`src/hw/rtl/uest_pkg.sv`:
```
// Shared opcodes, status codes and controller/datapath interface types for the set table.
package uest_pkg;

    // Field widths of the item ports.
    localparam int OP_W     = 2;
    localparam int STATUS_W = 2;
    localparam int COUNT_W  = 5;
    localparam int ELEM_W   = 32;

    // Operation codes carried in the opcode field.
    localparam logic [OP_W-1:0] OP_INSERT = 2'd0;
    localparam logic [OP_W-1:0] OP_ERASE  = 2'd1;
    localparam logic [OP_W-1:0] OP_LOOKUP = 2'd2;
    localparam logic [OP_W-1:0] OP_CLEAR  = 2'd3;

    // Result status codes.
    localparam logic [STATUS_W-1:0] ST_OK     = 2'd0;
    localparam logic [STATUS_W-1:0] ST_DUP    = 2'd1;
    localparam logic [STATUS_W-1:0] ST_ABSENT = 2'd2;
    localparam logic [STATUS_W-1:0] ST_FULL   = 2'd3;

    // Commands from the controller to the datapath.
    typedef struct packed {
        logic load;     // capture the item and its match vector
        logic update;   // apply the operation and load the result register
    } uest_cmd_t;

    // Status from the datapath to the controller.
    typedef struct packed {
        logic out_free; // result register can take a new result this cycle
    } uest_sts_t;

endpackage

```
`src/hw/rtl/uest_ctrl.sv`:
```
// Controller state machine that sequences the compare and update steps of one item.
module uest_ctrl
(
    input  logic                clk,
    input  logic                rst_n,
    input  logic                in_valid,
    output logic                in_stall,
    input  uest_pkg::uest_sts_t sts,
    output uest_pkg::uest_cmd_t cmd
);
    import uest_pkg::*;

    localparam logic ST_IDLE   = 1'b0;
    localparam logic ST_UPDATE = 1'b1;

    logic state_reg;
    logic state_next;

    // An item is taken only while idle; the match vector is captured with it.
    assign in_stall   = (state_reg != ST_IDLE);
    assign cmd.load   = (state_reg == ST_IDLE) && in_valid;
    assign cmd.update = (state_reg == ST_UPDATE) && sts.out_free;

    // Next-state logic.
    always_comb
    begin
        state_next = state_reg;
        unique case (state_reg)
            ST_IDLE:
            begin
                if (in_valid)
                begin
                    state_next = ST_UPDATE;
                end
            end
            ST_UPDATE:
            begin
                if (sts.out_free)
                begin
                    state_next = ST_IDLE;
                end
            end
            default:
            begin
                state_next = ST_IDLE;
            end
        endcase
    end

    // State register.
    always_ff @(posedge clk or negedge rst_n)
    begin
        if (!rst_n)
        begin
            state_reg <= ST_IDLE;
        end
        else
        begin
            state_reg <= state_next;
        end
    end

endmodule

```
`src/hw/rtl/uest_dpath.sv`:
```
// Datapath holding the entry array, the count, the parallel compare and the result register.
module uest_dpath
#(
    parameter int CAPACITY    = 16,
    parameter int VALUE_WIDTH = 32
)
(
    input  logic                             clk,
    input  logic                             rst_n,
    input  uest_pkg::uest_cmd_t              cmd,
    output uest_pkg::uest_sts_t              sts,
    input  logic [uest_pkg::OP_W-1:0]        opcode,
    input  logic [uest_pkg::ELEM_W-1:0]      element,
    output logic                             out_valid,
    input  logic                             out_stall,
    output logic [uest_pkg::STATUS_W-1:0]    status,
    output logic                             found,
    output logic [uest_pkg::COUNT_W-1:0]     count
);
    import uest_pkg::*;

    localparam int CW = $clog2(CAPACITY + 1);
    localparam int IW = $clog2(CAPACITY);

    // Stored values and fill level.
    logic [VALUE_WIDTH-1:0] entries_reg  [CAPACITY];
    logic [VALUE_WIDTH-1:0] entries_next [CAPACITY];
    logic [CW-1:0]          count_reg;
    logic [CW-1:0]          count_next;

    // Captured item and its match vector.
    logic [OP_W-1:0]        op_reg;
    logic [VALUE_WIDTH-1:0] val_reg;
    logic [CAPACITY-1:0]    hit_reg;
    logic [CAPACITY-1:0]    hit_next;
    logic [VALUE_WIDTH-1:0] elem_val;

    // Result register.
    logic                   out_valid_reg;
    logic [STATUS_W-1:0]    status_reg;
    logic [STATUS_W-1:0]    status_next;
    logic                   found_reg;
    logic                   found_next;
    logic [COUNT_W-1:0]     count_out_reg;

    // Update decode.
    logic                   any_hit;
    logic                   do_insert;
    logic                   do_erase;
    logic [IW-1:0]          ins_idx;
    logic [CAPACITY-1:0]    shift_en;

    // Only the low VALUE_WIDTH bits of the element take part.
    assign elem_val = VALUE_WIDTH'(element);

    // Compare the item against every occupied slot in parallel.
    for (genvar g = 0; g < CAPACITY; g++)
    begin : g_cmp
        assign hit_next[g] = (CW'(g) < count_reg) && (entries_reg[g] == elem_val);
        // Slots at and above the erased one take the next slot's value.
        assign shift_en[g] = |hit_reg[g:0];
    end

    assign any_hit   = |hit_reg;
    assign ins_idx   = count_reg[IW-1:0];
    assign do_insert = cmd.update && (op_reg == OP_INSERT) && !any_hit
                       && (count_reg != CW'(CAPACITY));
    assign do_erase  = cmd.update && (op_reg == OP_ERASE) && any_hit;

    // Status, found flag and new count of the operation.
    always_comb
    begin
        status_next = ST_OK;
        found_next  = 1'b0;
        count_next  = count_reg;
        unique case (op_reg)
            OP_INSERT:
            begin
                if (any_hit)
                begin
                    status_next = ST_DUP;
                    found_next  = 1'b1;
                end
                else if (count_reg == CW'(CAPACITY))
                begin
                    status_next = ST_FULL;
                end
                else
                begin
                    count_next = count_reg + CW'(1);
                end
            end
            OP_ERASE:
            begin
                if (any_hit)
                begin
                    found_next = 1'b1;
                    count_next = count_reg - CW'(1);
                end
                else
                begin
                    status_next = ST_ABSENT;
                end
            end
            OP_LOOKUP:
            begin
                found_next = any_hit;
            end
            OP_CLEAR:
            begin
                count_next = '0;
            end
            default:
            begin
                count_next = count_reg;
            end
        endcase
    end

    // Next value of each slot: append at the fill level, or close the gap on erase.
    for (genvar g = 0; g < CAPACITY; g++)
    begin : g_ent
        if (g < CAPACITY - 1)
        begin : g_mid
            always_comb
            begin
                entries_next[g] = entries_reg[g];
                if (do_insert && (ins_idx == IW'(g)))
                begin
                    entries_next[g] = val_reg;
                end
                else if (do_erase && shift_en[g])
                begin
                    entries_next[g] = entries_reg[g + 1];
                end
            end
        end
        else
        begin : g_last
            always_comb
            begin
                entries_next[g] = entries_reg[g];
                if (do_insert && (ins_idx == IW'(g)))
                begin
                    entries_next[g] = val_reg;
                end
            end
        end
    end

    // Entry storage, no reset: slots at and above the count are never read.
    always_ff @(posedge clk)
    begin
        entries_reg <= entries_next;
    end

    // Item capture.
    always_ff @(posedge clk)
    begin
        if (cmd.load)
        begin
            op_reg  <= opcode;
            val_reg <= elem_val;
            hit_reg <= hit_next;
        end
    end

    // Fill level.
    always_ff @(posedge clk or negedge rst_n)
    begin
        if (!rst_n)
        begin
            count_reg <= '0;
        end
        else if (cmd.update)
        begin
            count_reg <= count_next;
        end
    end

    // Result register valid flag.
    always_ff @(posedge clk or negedge rst_n)
    begin
        if (!rst_n)
        begin
            out_valid_reg <= 1'b0;
        end
        else if (cmd.update)
        begin
            out_valid_reg <= 1'b1;
        end
        else if (!out_stall)
        begin
            out_valid_reg <= 1'b0;
        end
    end

    // Result register payload.
    always_ff @(posedge clk)
    begin
        if (cmd.update)
        begin
            status_reg    <= status_next;
            found_reg     <= found_next;
            count_out_reg <= COUNT_W'(count_next);
        end
    end

    assign sts.out_free = !out_valid_reg || !out_stall;
    assign out_valid    = out_valid_reg;
    assign status       = status_reg;
    assign found        = found_reg;
    assign count        = count_out_reg;

    // The fill level never passes the capacity.
    a_count_bound: assert property (@(posedge clk) disable iff (!rst_n)
        count_reg <= CW'(CAPACITY))
        else $error("set table count above capacity");

    // Stored values are distinct, so at most one slot matches.
    a_hit_onehot: assert property (@(posedge clk) disable iff (!rst_n)
        cmd.update |-> $onehot0(hit_reg))
        else $error("set table holds a duplicate value");

    // A clear leaves the table empty.
    a_clear_empty: assert property (@(posedge clk) disable iff (!rst_n)
        (cmd.update && (op_reg == OP_CLEAR)) |=> (count_reg == '0))
        else $error("set table not empty after clear");

endmodule

```
`src/hw/rtl/unique_element_set_table_core.sv`:
```
// An accepted item and its match vector are captured in the item register; the update step then loads
// the result register once it is free, and no new item is accepted until that update is done.
// An item is accepted while a previous result still waits; a stalled result delays the update.
// Reset clears the count, the controller and the result valid; entries need no clearing.
// Top level of the fixed-capacity set table with insertion-order storage.
module unique_element_set_table_core
#(
    parameter int CAPACITY    = 16,
    parameter int VALUE_WIDTH = 32
)
(
    input  logic                          clk,
    input  logic                          rst_n,
    input  logic                          in_valid,
    output logic                          in_stall,
    input  logic [uest_pkg::OP_W-1:0]     opcode,
    input  logic [uest_pkg::ELEM_W-1:0]   element,
    output logic                          out_valid,
    input  logic                          out_stall,
    output logic [uest_pkg::STATUS_W-1:0] status,
    output logic                          found,
    output logic [uest_pkg::COUNT_W-1:0]  count
);
    import uest_pkg::*;

    uest_cmd_t cmd;
    uest_sts_t sts;

    // Sequencer.
    uest_ctrl u_ctrl
    (
        .clk      (clk),
        .rst_n    (rst_n),
        .in_valid (in_valid),
        .in_stall (in_stall),
        .sts      (sts),
        .cmd      (cmd)
    );

    // Storage, compare and result register.
    uest_dpath
    #(
        .CAPACITY    (CAPACITY),
        .VALUE_WIDTH (VALUE_WIDTH)
    )
    u_dpath
    (
        .clk       (clk),
        .rst_n     (rst_n),
        .cmd       (cmd),
        .sts       (sts),
        .opcode    (opcode),
        .element   (element),
        .out_valid (out_valid),
        .out_stall (out_stall),
        .status    (status),
        .found     (found),
        .count     (count)
    );

endmodule
```
`config.mk`:
```
export PLATFORM = sky130hd
export DESIGN_NAME = unique_element_set_table_core
export DESIGN_NICKNAME = d
export VERILOG_FILES = /design/src/hw/rtl/uest_pkg.sv /design/src/hw/rtl/uest_ctrl.sv /design/src/hw/rtl/uest_dpath.sv /design/src/hw/rtl/unique_element_set_table_core.sv
export SDC_FILE = /design/constraint.sdc
export NUM_CORES = 1
export LEC_CHECK = 0
export BUFFER_PORTS_ARGS = -buffer_cell sky130_fd_sc_hd__clkbuf_2
export CAP_MARGIN = 20
export CORE_MARGIN = 8
export CORE_UTILIZATION = 45
export CTS_CLUSTER_DIAMETER = 60
export DETAILED_ROUTE_END_ITERATION = 8
export SLEW_MARGIN = 5
export SYNTH_ARGS = -nofsm -noshare
export SYNTH_HDL_FRONTEND = slang
export SYNTH_SLANG_ARGS = --single-unit
export TNS_END_PERCENT = 1
```
`constraint.sdc`:
```
create_clock -name clk -period 11.61 [get_ports clk]
set_clock_uncertainty 0.15 [all_clocks]
set_input_delay 1.161 -clock clk [delete_from_list [all_inputs] [get_ports clk]]
set_output_delay 1.161 -clock clk [all_outputs]
set_load 0.05 [all_outputs]
```
==> reports/metrics.yaml <==
setup_path:
  worstPathArrival_ns: 4.58
  cp.required_ns: 11.74
  rr_worst_depth: 7
  worstPathMaxFanout: 33
  crit_path_start_kind: "flip-flop"
  criticalPathCategory: "reg2reg"
  cpLargestDelayFamily: "simple AND/OR/NAND/NOR gates"
  startpoint: "u_dpath.hit_reg[12]"
  cpPeakStageDelay_ns: 0.74
  endpoint_kind: "flip-flop"
  crit_end: "u_dpath.entries_reg[332]"
  crit_chain: "nor4_1 > and2_1 > nand2_1 > nor4_4 > buf_4 > a21o_1 > buf_4"
  r2r-start: "u_dpath.hit_reg[12]"
  crit_slowest_cell: "nor4_1"
  path_buf_inv: 2
  worst-path-stages: 7
  cpMostUsedCell: "buf_4"
  timing.rr.end: "u_dpath.entries_reg[332]"
  regToRegSetupSlack_ns: 7.16
drt:
  drtAntennaViolNets: 0
  via_count: 18300
  drtIter0Drc: 2023
  vias_per_cell: 6.03
  top_layer: "met4"
  dr.pass1.iters: 6
  met3_length_um: 7840
  wl_met1_um: 40700
  drt-total-wl_um: 99100
  drcViolationCount: 0
  dr_wl_met2_um: 46200
  wire_per_inst_um: 32.6
synthesis:
  synth.cell_area_um2: 30100
  synth_fp_nets: 2132
  yosysWarnings: 0
  ys_seq_area_share_pct: 57.4
  synth_top_area_cell: "edfxtp_1"
  synth_cells: 2089
  synth_top_area_share_pct: 56.8
  avgSynthCellArea_um2: 14.4
  netlist-cell-type-count: 52
  synthArstFlopShare_pct: 1.21
  yosysMostFrequentCell: "edfxtp_1"
  synthFlopType: "edfxtp_1"
  synthTopCellsByArea: "edfxtp_1, mux2_2, xor2_1"
  ys_top_cells_by_count: "edfxtp_1, mux2_2, xor2_1"
  ys_ff_latch: 577
  synth_edf_count: 570
global_routing:
  grt_pass1_wl_um: 140000
  grt_max_degree: 51
  antenna_found_initial: 3
  track_usage_pct: 26.1
  grt_pass1_vias: 18700
  grt_overflow: 0
timing:
  grt_setup_unrepaired: "false"
  fin_crit_ns: 4.45
  fmax_mhz: 224
  finalCritPeriodShare_pct: 38.4
  slew_viol_final: 0
  worst_pin_slew_ns: 1.18
  slew_headroom_pct: 21.1
  final.setup.tns_ns: 0
  whs_ns: 0.245
  hold_viol_final: 0
  setup_viol: 0
clock_network:
  cts_buffer_depth: 3
  post_cts_buffers: 0
  path_clk_slew_ns: 0.06
  htree_num_levels: 3
  ctsResizeCount: 0
  cts_tree: "built"
  cts_hold_buf: 0
  clock-sinks: 577
  clk_latency_ns: 0.60
  numCtsBuffers: 68
  cts-root-buf: "clkbuf_16"
status:
  status: "complete, no violations"
placed_design:
  port_buffers: 47
  dpl.hpwl_um: 64300
  detailed_place.area_um2: 31500
  globalplace.congestion: 0.884
  dp_cells: 2917
final_layout:
  layout-drive-gt1-share_pct: 32.7
  multiInputGateArea_um2: 12200
  final_util_pct: 50.4
  largest_reg_flops: 512
  finalInstanceArea_um2: 33600
  seq_area_um2: 17300
  instances_no_fill: 3039
  layout.nets: 2159
  fillers: 5700
  area_growth_pct: 11.6
worst_hold_path:
  holdCritPathClass: "in2async"
power_and_ir_drop:
  vdd_drop_max_uv: 98.5
  p_per_area_nw_per_um2: 178
  p_leak_uw: 0.0111
die:
  core_um2: 66800
  die-area_um2: 75500
  die-width_um: 275
  rows: 95
  die_height_um: 275
  start_util_pct: 45.1
  ios: 48
job:
  maxCapViolations: 0
==> cell type report <==
type	instances	area share, %
repair buffers	118	2.76
clock buffers	85	5.44
inverters	6	0.0670
clock inverters	33	0.874
flip-flops and latches	577	51.4
well taps	873	3.25
diodes	2	0.0149
multi-input cells	1345	36.2
==> layout by cell type (no fill, tap or decap), drive strengths merged, types with 4 or more instances in the layout <==
cell and count:
nor3b 4, a21oi 8, clkbuf 132, clkinv 23, xnor2 170, and2 4, a21o 6, o21ai 18
a2111oi 5, nor3 17, or3 4, nand3 25, nor2b 9, nand2 26, nand2b 6, nand4 58
inv 8, nor2 20, mux2 481, edfxtp 570, o211ai 6, ha 5, o2111ai 4, xor2 343
dfrtp 7, buf 71, nor4 98, bufinv 5
==> metal layers <==
metal | up-vias | GRT usage, %
li1 | 7802 | -
met1 | 9394 | 34.5
met2 | 893 | 42.0
met3 | 248 | 4.98
met4 | 0 | 10.8
met5 | - | 0
==> worst reg2reg max path: cells and delay by family (launching register included) <==
kind | cells | cell delay, ns
AND/OR/NAND/NOR | 4 | 2.15
AO/OA/AOI/OAI | 1 | 0.61
buffers and inverters | 2 | 0.82
flip-flops | 1 | 0.40
==> stage by stage <==
| step | setup slack (ns) | power [uW] |
|---|---|---|
| 6_report | 7.16 | 5990 |
| 5_1_grt | 6.92 | 6170 |
| 4_1_cts | 7.20 | 6000 |
| 2_1_floorplan | 6.69 | 3430 |
| 3_5_place_dp | 6.64 | 3920 |
| 3_3_place_gp | 6.47 | 3890 |
==> how the worst min path moves through the flow <==
stage | to | start | slack, ns
CTS | u_ctrl.in_stall | rst_n | 0.22
global placement | u_dpath.out_valid | u_dpath.out_valid | 0.34
finish | u_ctrl.in_stall | rst_n | 0.24
detailed placement | u_dpath.out_valid | u_dpath.out_valid | 0.36
global route | u_ctrl.in_stall | rst_n | 0.24
floorplan | u_dpath.entries_reg[0] | u_dpath.val_reg[0] | 0.36
==> where the power goes <==
part	internal (uW)	switching [uW]	total (uW)	leakage [uW]
Clock	1230	863	2090	0.00103
Sequential	2610	296	2910	0.00529
Combinational	354	645	999	0.00481
==> logic make-up after synthesis <==
logic type               count (synthesis)  synth area share [%]
buffers and inverters                  167                  2.41
XOR/XNOR                               513                  14.9
adder cells (fa/ha/maj)                  5                 0.208
AND/OR/NAND/NOR                        281                  5.67
multiplexers                           484                  18.1
flip-flops                             577                  57.4
AO/OA/AOI/OAI                           62                  1.38
(Power assumes the default switching activity.)
